==> config.mk <==
export PLATFORM = sky130hd
export DESIGN_NAME = dfp_back
export DESIGN_NICKNAME = d
export VERILOG_FILES = /design/src/dfp_pkg.sv /design/src/dfp_back.sv
export SDC_FILE = /design/constraint.sdc
export NUM_CORES = 1
export LEC_CHECK = 0
export BUFFER_PORTS_ARGS = -buffer_cell sky130_fd_sc_hd__buf_2
export CAP_MARGIN = 20
export CORE_AREA = 2 2 614 616
export DETAILED_ROUTE_END_ITERATION = 10
export DIE_AREA = 0 0 616 618
export GPL_ROUTABILITY_DRIVEN = 0
export HOLD_SLACK_MARGIN = 0.05
export MAX_ROUTING_LAYER = met4
export SLEW_MARGIN = 20
export SYNTH_ARGS = -nofsm -noshare
export SYNTH_HDL_FRONTEND = slang
export SYNTH_SLANG_ARGS = --single-unit
==> constraint.sdc <==
create_clock -name clock -period 7 [get_ports clock]
set_input_delay 1.05 -clock clock [delete_from_list [all_inputs] [get_ports clock]]
set_output_delay 1.05 -clock clock [all_outputs]
set_load 0.05 [all_outputs]
==> src/dfp_pkg.sv <==
// shared types and constants for the divergence-free projection pipeline
`default_nettype none
package dfp_pkg;
   localparam int LANES     = 6;
   localparam int QBITS     = 32;
   localparam int KSQ_W     = 14;
   localparam int PROD_W    = 39;
   localparam int DOT_W     = 40;
   localparam int NUM_W     = 47;
   localparam int FRONT_STG = 4;

   typedef struct packed {
      logic                            corr;
      logic                            zero;
      logic [KSQ_W-1:0]                ksq;
      logic [2:0][6:0]                 k;
      logic [LANES-1:0][31:0]          b;
      logic [LANES-1:0][PROD_W-1:0]    prod;
      logic [1:0][DOT_W-1:0]           dot;
      logic [LANES-1:0][NUM_W-1:0]     num;
      logic [LANES-1:0]                neg;
      logic [LANES-1:0]                ovf;
      logic [LANES-1:0][QBITS-1:0]     mag;
      logic [LANES-1:0][KSQ_W-1:0]     rem;
      logic [LANES-1:0][QBITS-1:0]     quo;
   } item_type;

   typedef struct packed {
      logic [LANES-1:0][31:0] p;
      logic [DOT_W-1:0]       div_re;
      logic [DOT_W-1:0]       div_im;
   } result_type;
endpackage
`default_nettype wire

==> src/dfp_back.sv <==
// signed quotient saturation, subtraction and output select
`default_nettype none
module dfp_back (
   input  wire logic          clock,
   input  wire logic          en,
   input  wire dfp_pkg::item_type item_in,
   output dfp_pkg::result_type res_out
);
   import dfp_pkg::*;

   localparam logic signed [32:0] Q_MAX = 33'sd2147483647;
   localparam logic signed [32:0] Q_MIN = -33'sd2147483648;
   localparam logic signed [33:0] S_MAX = 34'sd2147483647;
   localparam logic signed [33:0] S_MIN = -34'sd2147483648;

   result_type res_in, res_ff;

   always_comb begin
      logic signed [32:0] q;
      logic signed [33:0] diff;
      logic [31:0]        sat;
      for (int l = 0; l < LANES; l++) begin
         if (item_in.ovf[l]) begin
            q = item_in.neg[l] ? Q_MIN : Q_MAX;
         end else if (!item_in.neg[l]) begin
            q = item_in.quo[l][QBITS-1] ? Q_MAX : $signed({1'b0, item_in.quo[l]});
         end else if (item_in.quo[l] > 32'h8000_0000) begin
            q = Q_MIN;
         end else begin
            q = -$signed({1'b0, item_in.quo[l]});
         end
         diff = 34'($signed(item_in.b[l])) - 34'(q);
         if (diff > S_MAX) sat = 32'h7FFF_FFFF;
         else if (diff < S_MIN) sat = 32'h8000_0000;
         else sat = diff[31:0];
         if (!item_in.corr) res_in.p[l] = item_in.b[l];
         else if (item_in.zero) res_in.p[l] = '0;
         else res_in.p[l] = sat;
      end
      res_in.div_re = DOT_W'(-item_in.dot[1]);
      res_in.div_im = item_in.dot[0];
   end

   always_ff @(posedge clock) begin
      if (en) begin
         res_ff <= res_in;
      end
   end

   assign res_out = res_ff;
endmodule
`default_nettype wire

==> reports/qor.yml, run 1 <==
outcome:
  status: "completed"
placement:
  placed_cells: 9468
  placed_area_mm2: 0.0418
  post-dp-hpwl_mm: 198
  io_buffers: 751
  place_ws_ns: -0.876
clock_network:
  clock-sinks: 272
  clkSlewWorstSetupHoldPaths_ns: 0.07
  cts_buffers: 44
  htreeDepth: 2
  clockRootBuffer: "clkbuf_16"
  cts_buffer_depth: 3
  cts_tree: "yes"
logic_synthesis:
  avgSynthCellArea_um2: 8.37
  synth_area_leaders: "edfxtp_1, ha_1, a21oi_1"
  synth-main-ff-cell: "edfxtp_1"
  synth_top_area_share_pct: 29.0
  synth_cell_types: 95
  async_flop_share_pct: 0
  syn_inst: 3370
  synth_nets: 4888
  netlist_area_mm2: 0.0282
  synth_largest_area_cell: "edfxtp_1"
  synth-warning-count: 0
  ys_ff_latch: 272
  yosysSeqAreaShare_pct: 29.0
  synth_edf_count: 272
detailed_routing:
  via_per_inst: 3.45
  drc: 0
  detail-route-antenna-nets: 0
  drt_iter0_drc: 2871
  drtPass1Iterations: 6
  via_count: 33300
  routedWlPerCell_um: 23.5
  wl_mm: 226
final_layout:
  area_growth_pct: 54.4
  layout_commonest_cell: "buf_2"
  fin_cells: 9636
  final_cell_mix: "buf_2, buf_4, a21oi_1"
  fin_nets: 6041
  drive_gt1_share_pct: 31.2
  largest_register_ffs: 272
  design_area_mm2: 0.0436
floorplanning:
  die_area_mm2: 0.381
  die_h_um: 618
  floorplan.initialDensity_pct: 7.54
  core.rowCount: 225
  core_mm2: 0.374
  io_pins: 1579
  die_w_um: 616
power:
  switchingPower_uw: 3880
  sw_frac_of_total_pct: 45.1
  vdd_ir_drop_max_v: 0.000187
  power.density_mw_per_mm2: 197
  p_int_uw: 4720
  power_frac_seq_pct: 24.9
  p_leak_uw: 0.0167
  clockPowerShare_pct: 27.7
  p_comb_share_pct: 47.5
grt:
  overflow: 0
  grt_pass1_wl_mm: 287
  grtUsageTotal_pct: 11.7
  grt_max_degree: 128
  grt_pass1_vias: 30500
  antenna_found_initial: 145
sta:
  fin_crit_sh_pct: 96.5
  timing.final.ws_setup_ns: 0.248
  tns_ns: 0
  maxSlewViolCount: 0
  layout_min_cycle_time_ns: 6.75
  maxSlewHeadroom_pct: 28.3
  max_slew.worst_pin.slew_ns: 1.08
  final_hold_viol_count: 0
  fmax_ghz: 0.148
  setup_viol: 0
flow_run:
  maxCapViolCount: 0
setup_path:
  cp.arrival_ns: 7.17
  critPathBufInv: 9
  worst_path_most_repeated_cell: "buf_12"
  critPathSlowestCell: "or3b_4"
  crit_path_max_incr_delay_ns: 0.40
  crit_family: "compound AO/OA/AOI/OAI gates"
  worst-setup-path-type: "in2reg"
  critPathRequiredTime_ns: 7.42
  endpoint_kind: "flop"
  crit_fanout: 15
  critPathLaunchType: "input port"
worst_hold_path:
  min_path_type: "in2reg"
==> kinds of logic (layout without fill, tap and decap cells) <==
group	count (synthesis)	after routing	synth area share (%)
buffers and inverters	328	1516	4.61
muxes	11	11	0.395
DFF	272	272	29.0
xor gates and xnor gates	208	208	6.46
other	0	84	0
AOI/OAI and AO/OA	1347	1347	32.1
and+or+nand+nor	993	993	17.9
adders and majority gates	211	211	9.52
==> path summary, 6_finish.rpt <==
| check | end | slack [ns] | start | cells past startpoint |
|---|---|---|---|---|
| hold / removal | res_out[0] | 0.50 | item_in[762] | 1 |
| setup / recovery | res_out[160] | 0.25 | item_in[64] | 29 |
==> power groups by stage <==
stage,sequential (µW),clock [µW],combinational (µW)
6_report,2140,2380,4080
4_1_cts,2140,2540,4130
3_3_place_gp,2170,0,4110
5_1_grt,2160,2560,4400
2_1_floorplan,2870,0,1530
3_5_place_dp,2170,0,4110
==> timing repair <==
action / 4_1_cts / 5_1_grt
pin swaps: 0 / 7
hold buffers: 0 / 0
endpoints found under the setup margin: 29 / 37
endpoints found under the hold margin: 0 / 0
gates cloned: 0 / 1
resized for setup: 3 / 8
buffers inserted: 0 / 2
==> cells in the mapped netlist, types with 15 or more instances <==
cell type  count
or2_2         17
nor2b_1       57
a21oi_1      349
o21bai_1      21
nand3_1       47
a21boi_0      21
o31ai_1       16
a221o_1      119
o211ai_1      27
nor2_1       268
o221ai_1      67
xor2_1        73
or3_1         51
nand2_1      219
nor4_1        25
edfxtp_1     272
or4_1         17
o21ai_1       24
nand4_1       15
a21o_1       103
o22ai_1       98
a31oi_1       84
and2_1        21
o22a_1        19
and3_1        25
ha_1         205
clkbuf_1     145
nand2b_1      42
xnor2_1      135
nor3_1       119
inv_1        154
o21ai_0      209
o21a_1        46
==> through the flow <==
stage               util (%)  hold slack, ns  power [µW]
floorplan                  -            1.15        4400
global placement        11.2            1.23        6280
detailed placement      11.2            1.23        6280
CTS                     11.6           0.373        8810
global route            11.6           0.401        9120
finish                  11.6           0.495        8600
==> layer usage <==
layer | wire (µm) | track usage [%] | share of wire, % | vias up
met5 | 0 | - | 0 | -
met4 | 16500 | 6.79 | 7.3 | 0
met3 | 22700 | 4.62 | 10 | 434
met2 | 101000 | 18.3 | 45 | 1529
met1 | 86300 | 12.6 | 38 | 15800
li1 | - | - | - | 15500
==> final cells by class <==
cell class	instances	area (µm²)
Antenna cell	84	210
Clock buffer	48	1120
Fill cell	43300	331000
Inverter	158	598
Timing Repair Buffer	1277	8050
Tap cell	4994	6250
Multi-Input combinational cell	2770	18900
Sequential cell	272	8170
Clock inverter	33	325
Note: power is estimated with default switching activity, not from simulation.
==> inputs of run 2 (changes only) <==
--- a/config.mk
+++ b/config.mk
@@ -7,9 +7,9 @@
 export LEC_CHECK = 0
 export BUFFER_PORTS_ARGS = -buffer_cell sky130_fd_sc_hd__buf_2
 export CAP_MARGIN = 20
-export CORE_AREA = 2 2 614 616
+export CORE_AREA = 2 2 610 612
 export DETAILED_ROUTE_END_ITERATION = 10
-export DIE_AREA = 0 0 616 618
+export DIE_AREA = 0 0 612 614
 export GPL_ROUTABILITY_DRIVEN = 0
 export HOLD_SLACK_MARGIN = 0.05
 export MAX_ROUTING_LAYER = met4
==> run 2 against run 1 <==
  * First-iteration DRC count is 7.6% lower
  * Global-route usage is 0.14 points higher
  * Non-clock buffer count is 39 lower
  * Power is 0.88% lower
  * Final area is 0.82% lower
  * Setup slack better by 0.020 ns
  * Core utilization hardly changed
  * Critical path depth is 1 lower
  * Sequential share of layout area is 0.15 points higher
  * Die area is 1.3% lower
  * Clock power is 3% lower
  * Flip-flop and latch count stayed put
  * Critical endpoint is now res_out[146]
  * Largest cell class unchanged
  * Largest power group unchanged
==> reports/qor.yml, run 2 (same netlist as run 1, synthesis figures left out) <==
setup_path:
  worstSetupStartpoint: "item_in[64]"
  critPathLaunchType: "input port"
  endpoint_kind: "flop"
  crit_fanout: 16  # +1
  critPathSlowestCell: "or3b_2"
  cp-endpoint: "res_out[146]"
  critPathRequiredTime_ns: 7.41  # about the same
  worst-setup-path-type: "in2reg"
  crit_path_max_incr_delay_ns: 0.49  # +0.09 ns
  cp.arrival_ns: 7.14  # -0.03 ns
grt:
  grt_max_degree: 122  # -4.7%
  overflow: 0  # unchanged
  antenna_found_initial: 141  # -2.8%
  grt_pass1_wl_mm: 285  # -0.54%
  grtUsageTotal_pct: 11.8  # +0.14 points
  grt_pass1_vias: 30100  # -1.3%
power:
  p_leak_uw: 0.0165  # -1.2%
  vdd_ir_drop_max_v: 0.000169  # -9.7%
  power.density_mw_per_mm2: 197  # about the same
final_layout:
  area_growth_pct: 53.2
  design_area_mm2: 0.0432  # -0.82%
  final_cell_mix: "buf_2, buf_4, a21oi_1"
  layout_commonest_cell: "buf_2"
  largest_register_ffs: 272  # unchanged
  fin_cells: 9577  # -0.61%
  fin_nets: 6002  # -0.65%
  drive_gt1_share_pct: 30.7  # -0.51 points
clock_network:
  cts_buffers: 44  # unchanged
  cts_buffer_depth: 3  # unchanged
  cts-hold-fix-buffers: 0  # unchanged
  clock-sinks: 272  # unchanged
  htreeDepth: 2  # unchanged
  clkSlewWorstSetupHoldPaths_ns: 0.06  # about the same
  post_cts_buffers: 0  # unchanged
  cts_tree: "yes"
  clockRootBuffer: "clkbuf_16"
sta:
  fmax_ghz: 0.149  # +0.29%
  layout_min_cycle_time_ns: 6.73  # -0.0198 ns
  maxSlewViolCount: 0  # unchanged
  rsz0062_at_grt: "false"
  setup_viol: 0  # unchanged
  fin_crit_sh_pct: 96.2  # -0.28 points
  final_hold_viol_count: 0  # unchanged
  maxSlewHeadroom_pct: 29.1  # +0.79 points
  max_slew.worst_pin.slew_ns: 1.06  # -0.0130 ns
worst_hold_path:
  min_from: "item_in[780]"
  min_path_type: "in2reg"
  whs_path_depth: 1  # unchanged
placement:
  io_buffers: 751  # unchanged
  post-dp-hpwl_mm: 200  # +1.0%
  placed_cells: 9410  # -0.61%
  placed_area_mm2: 0.0415  # -0.80%
detailed_routing:
  via_per_inst: 3.43  # -0.50%
  wl_mm: 227  # +0.23%
  top_layer_used: "met4"
  drt_iter0_drc: 2653  # -7.6%
  drtPass1Iterations: 5  # -1
  drc: 0  # unchanged
  route.met2.wl_mm: 99.0  # -1.7%
  wl_met3_mm: 27.3  # +20%
  via_count: 32900  # -1.1%
  drt-met1-wl_mm: 83.3  # -3.4%
  detail-route-antenna-nets: 0  # unchanged
  routedWlPerCell_um: 23.7  # +0.85%
floorplanning:
  die_h_um: 614  # -0.65%
  die_w_um: 612  # -0.65%
  die_area_mm2: 0.376  # -1.3%
  core.rowCount: 224  # -0.44%
  floorplan.initialDensity_pct: 7.62  # +0.080 points
  io_pins: 1579  # unchanged
  core_mm2: 0.370  # -1.0%
outcome:
  status: "completed"
flow_run:
  maxCapViolCount: 0  # unchanged
-- run 2: cell types whose count changed in the layout (fill, tap and decap cells not counted), moves of 2 or more --
cell        before  now
clkinvlp_4       9    7
clkinv_1         8    6
inv_6            4    8
buf_12          24   20
clkinv_2         7    9
diode_2         84   88
clkbuf_1         4    1
clkinv_16        1    3
buf_4          501  468
-- run 2: final cells by class --
type / count / area (µm²)
clock buffer: 45 / 1100
multi-input combinational: 2770 / 18900
fill: 42800 / 327000
antenna: 88 / 220
inverter: 158 / 598
timing repair buffer: 1238 / 7680
tap: 4972 / 6220
clock inverter: 34 / 363
sequential: 272 / 8170
-- run 2: stage by stage --
| step | utilization [%] | total power, µW | setup WS [ns] | hold WS, ns | TNS (ns) |
|---|---|---|---|---|---|
| finish | 11.7 | 8530 | 0.268 | 0.488 | 0 |
| global route | 11.7 | 9030 | 0.0130 | 0.414 | 0 |
| CTS | 11.6 | 8710 | 0.0655 | 0.372 | 0 |
| detailed placement | 11.2 | 6260 | -0.797 | 1.23 | -38.85 |
| global placement | 11.2 | 6270 | -0.795 | 1.23 | -39.25 |
| floorplan | - | 4400 | 0.376 | 1.15 | 0 |
-- run 2: layer usage --
| metal | GRT usage (%) | vias up |
|---|---|---|
| li1 | - | 15400 |
| met1 | 12.3 | 15600 |
| met2 | 17.9 | 1422 |
| met3 | 5.73 | 397 |
| met4 | 7.49 | 0 |
| met5 | - | - |
-- run 2: worst max-delay path, delay by kind of cell --
kind,cells,cell delay [ns]
compound gates,12,2.60
buf+inv,8,1.19
simple gates,6,1.75
fa+ha+maj,2,0.49
-- run 2: timing repair --
item / 4_1_cts / 5_1_grt
gates resized for setup: 2 / 4
cloned: 0 / 0
pin swaps: 0 / 2
endpoints found under the setup margin: 16 / 43
-- run 2: power breakdown --
part / switching [µW] / internal, µW
clock: 1040 / 1280
combinational: 2710 / 1350
sequential: 81.1 / 2060
total: 3830 / 4700
-- run 2: worst min path at each step --
| stage | endpoint | slack [ns] |
|---|---|---|
| after floorplan | res_out[0] | 1.15 |
| after global placement | res_out[0] | 1.23 |
| after detailed placement | res_out[0] | 1.23 |
| after CTS | res_out[15] | 0.37 |
| after global routing | res_out[15] | 0.41 |
| final | res_out[18] | 0.49 |
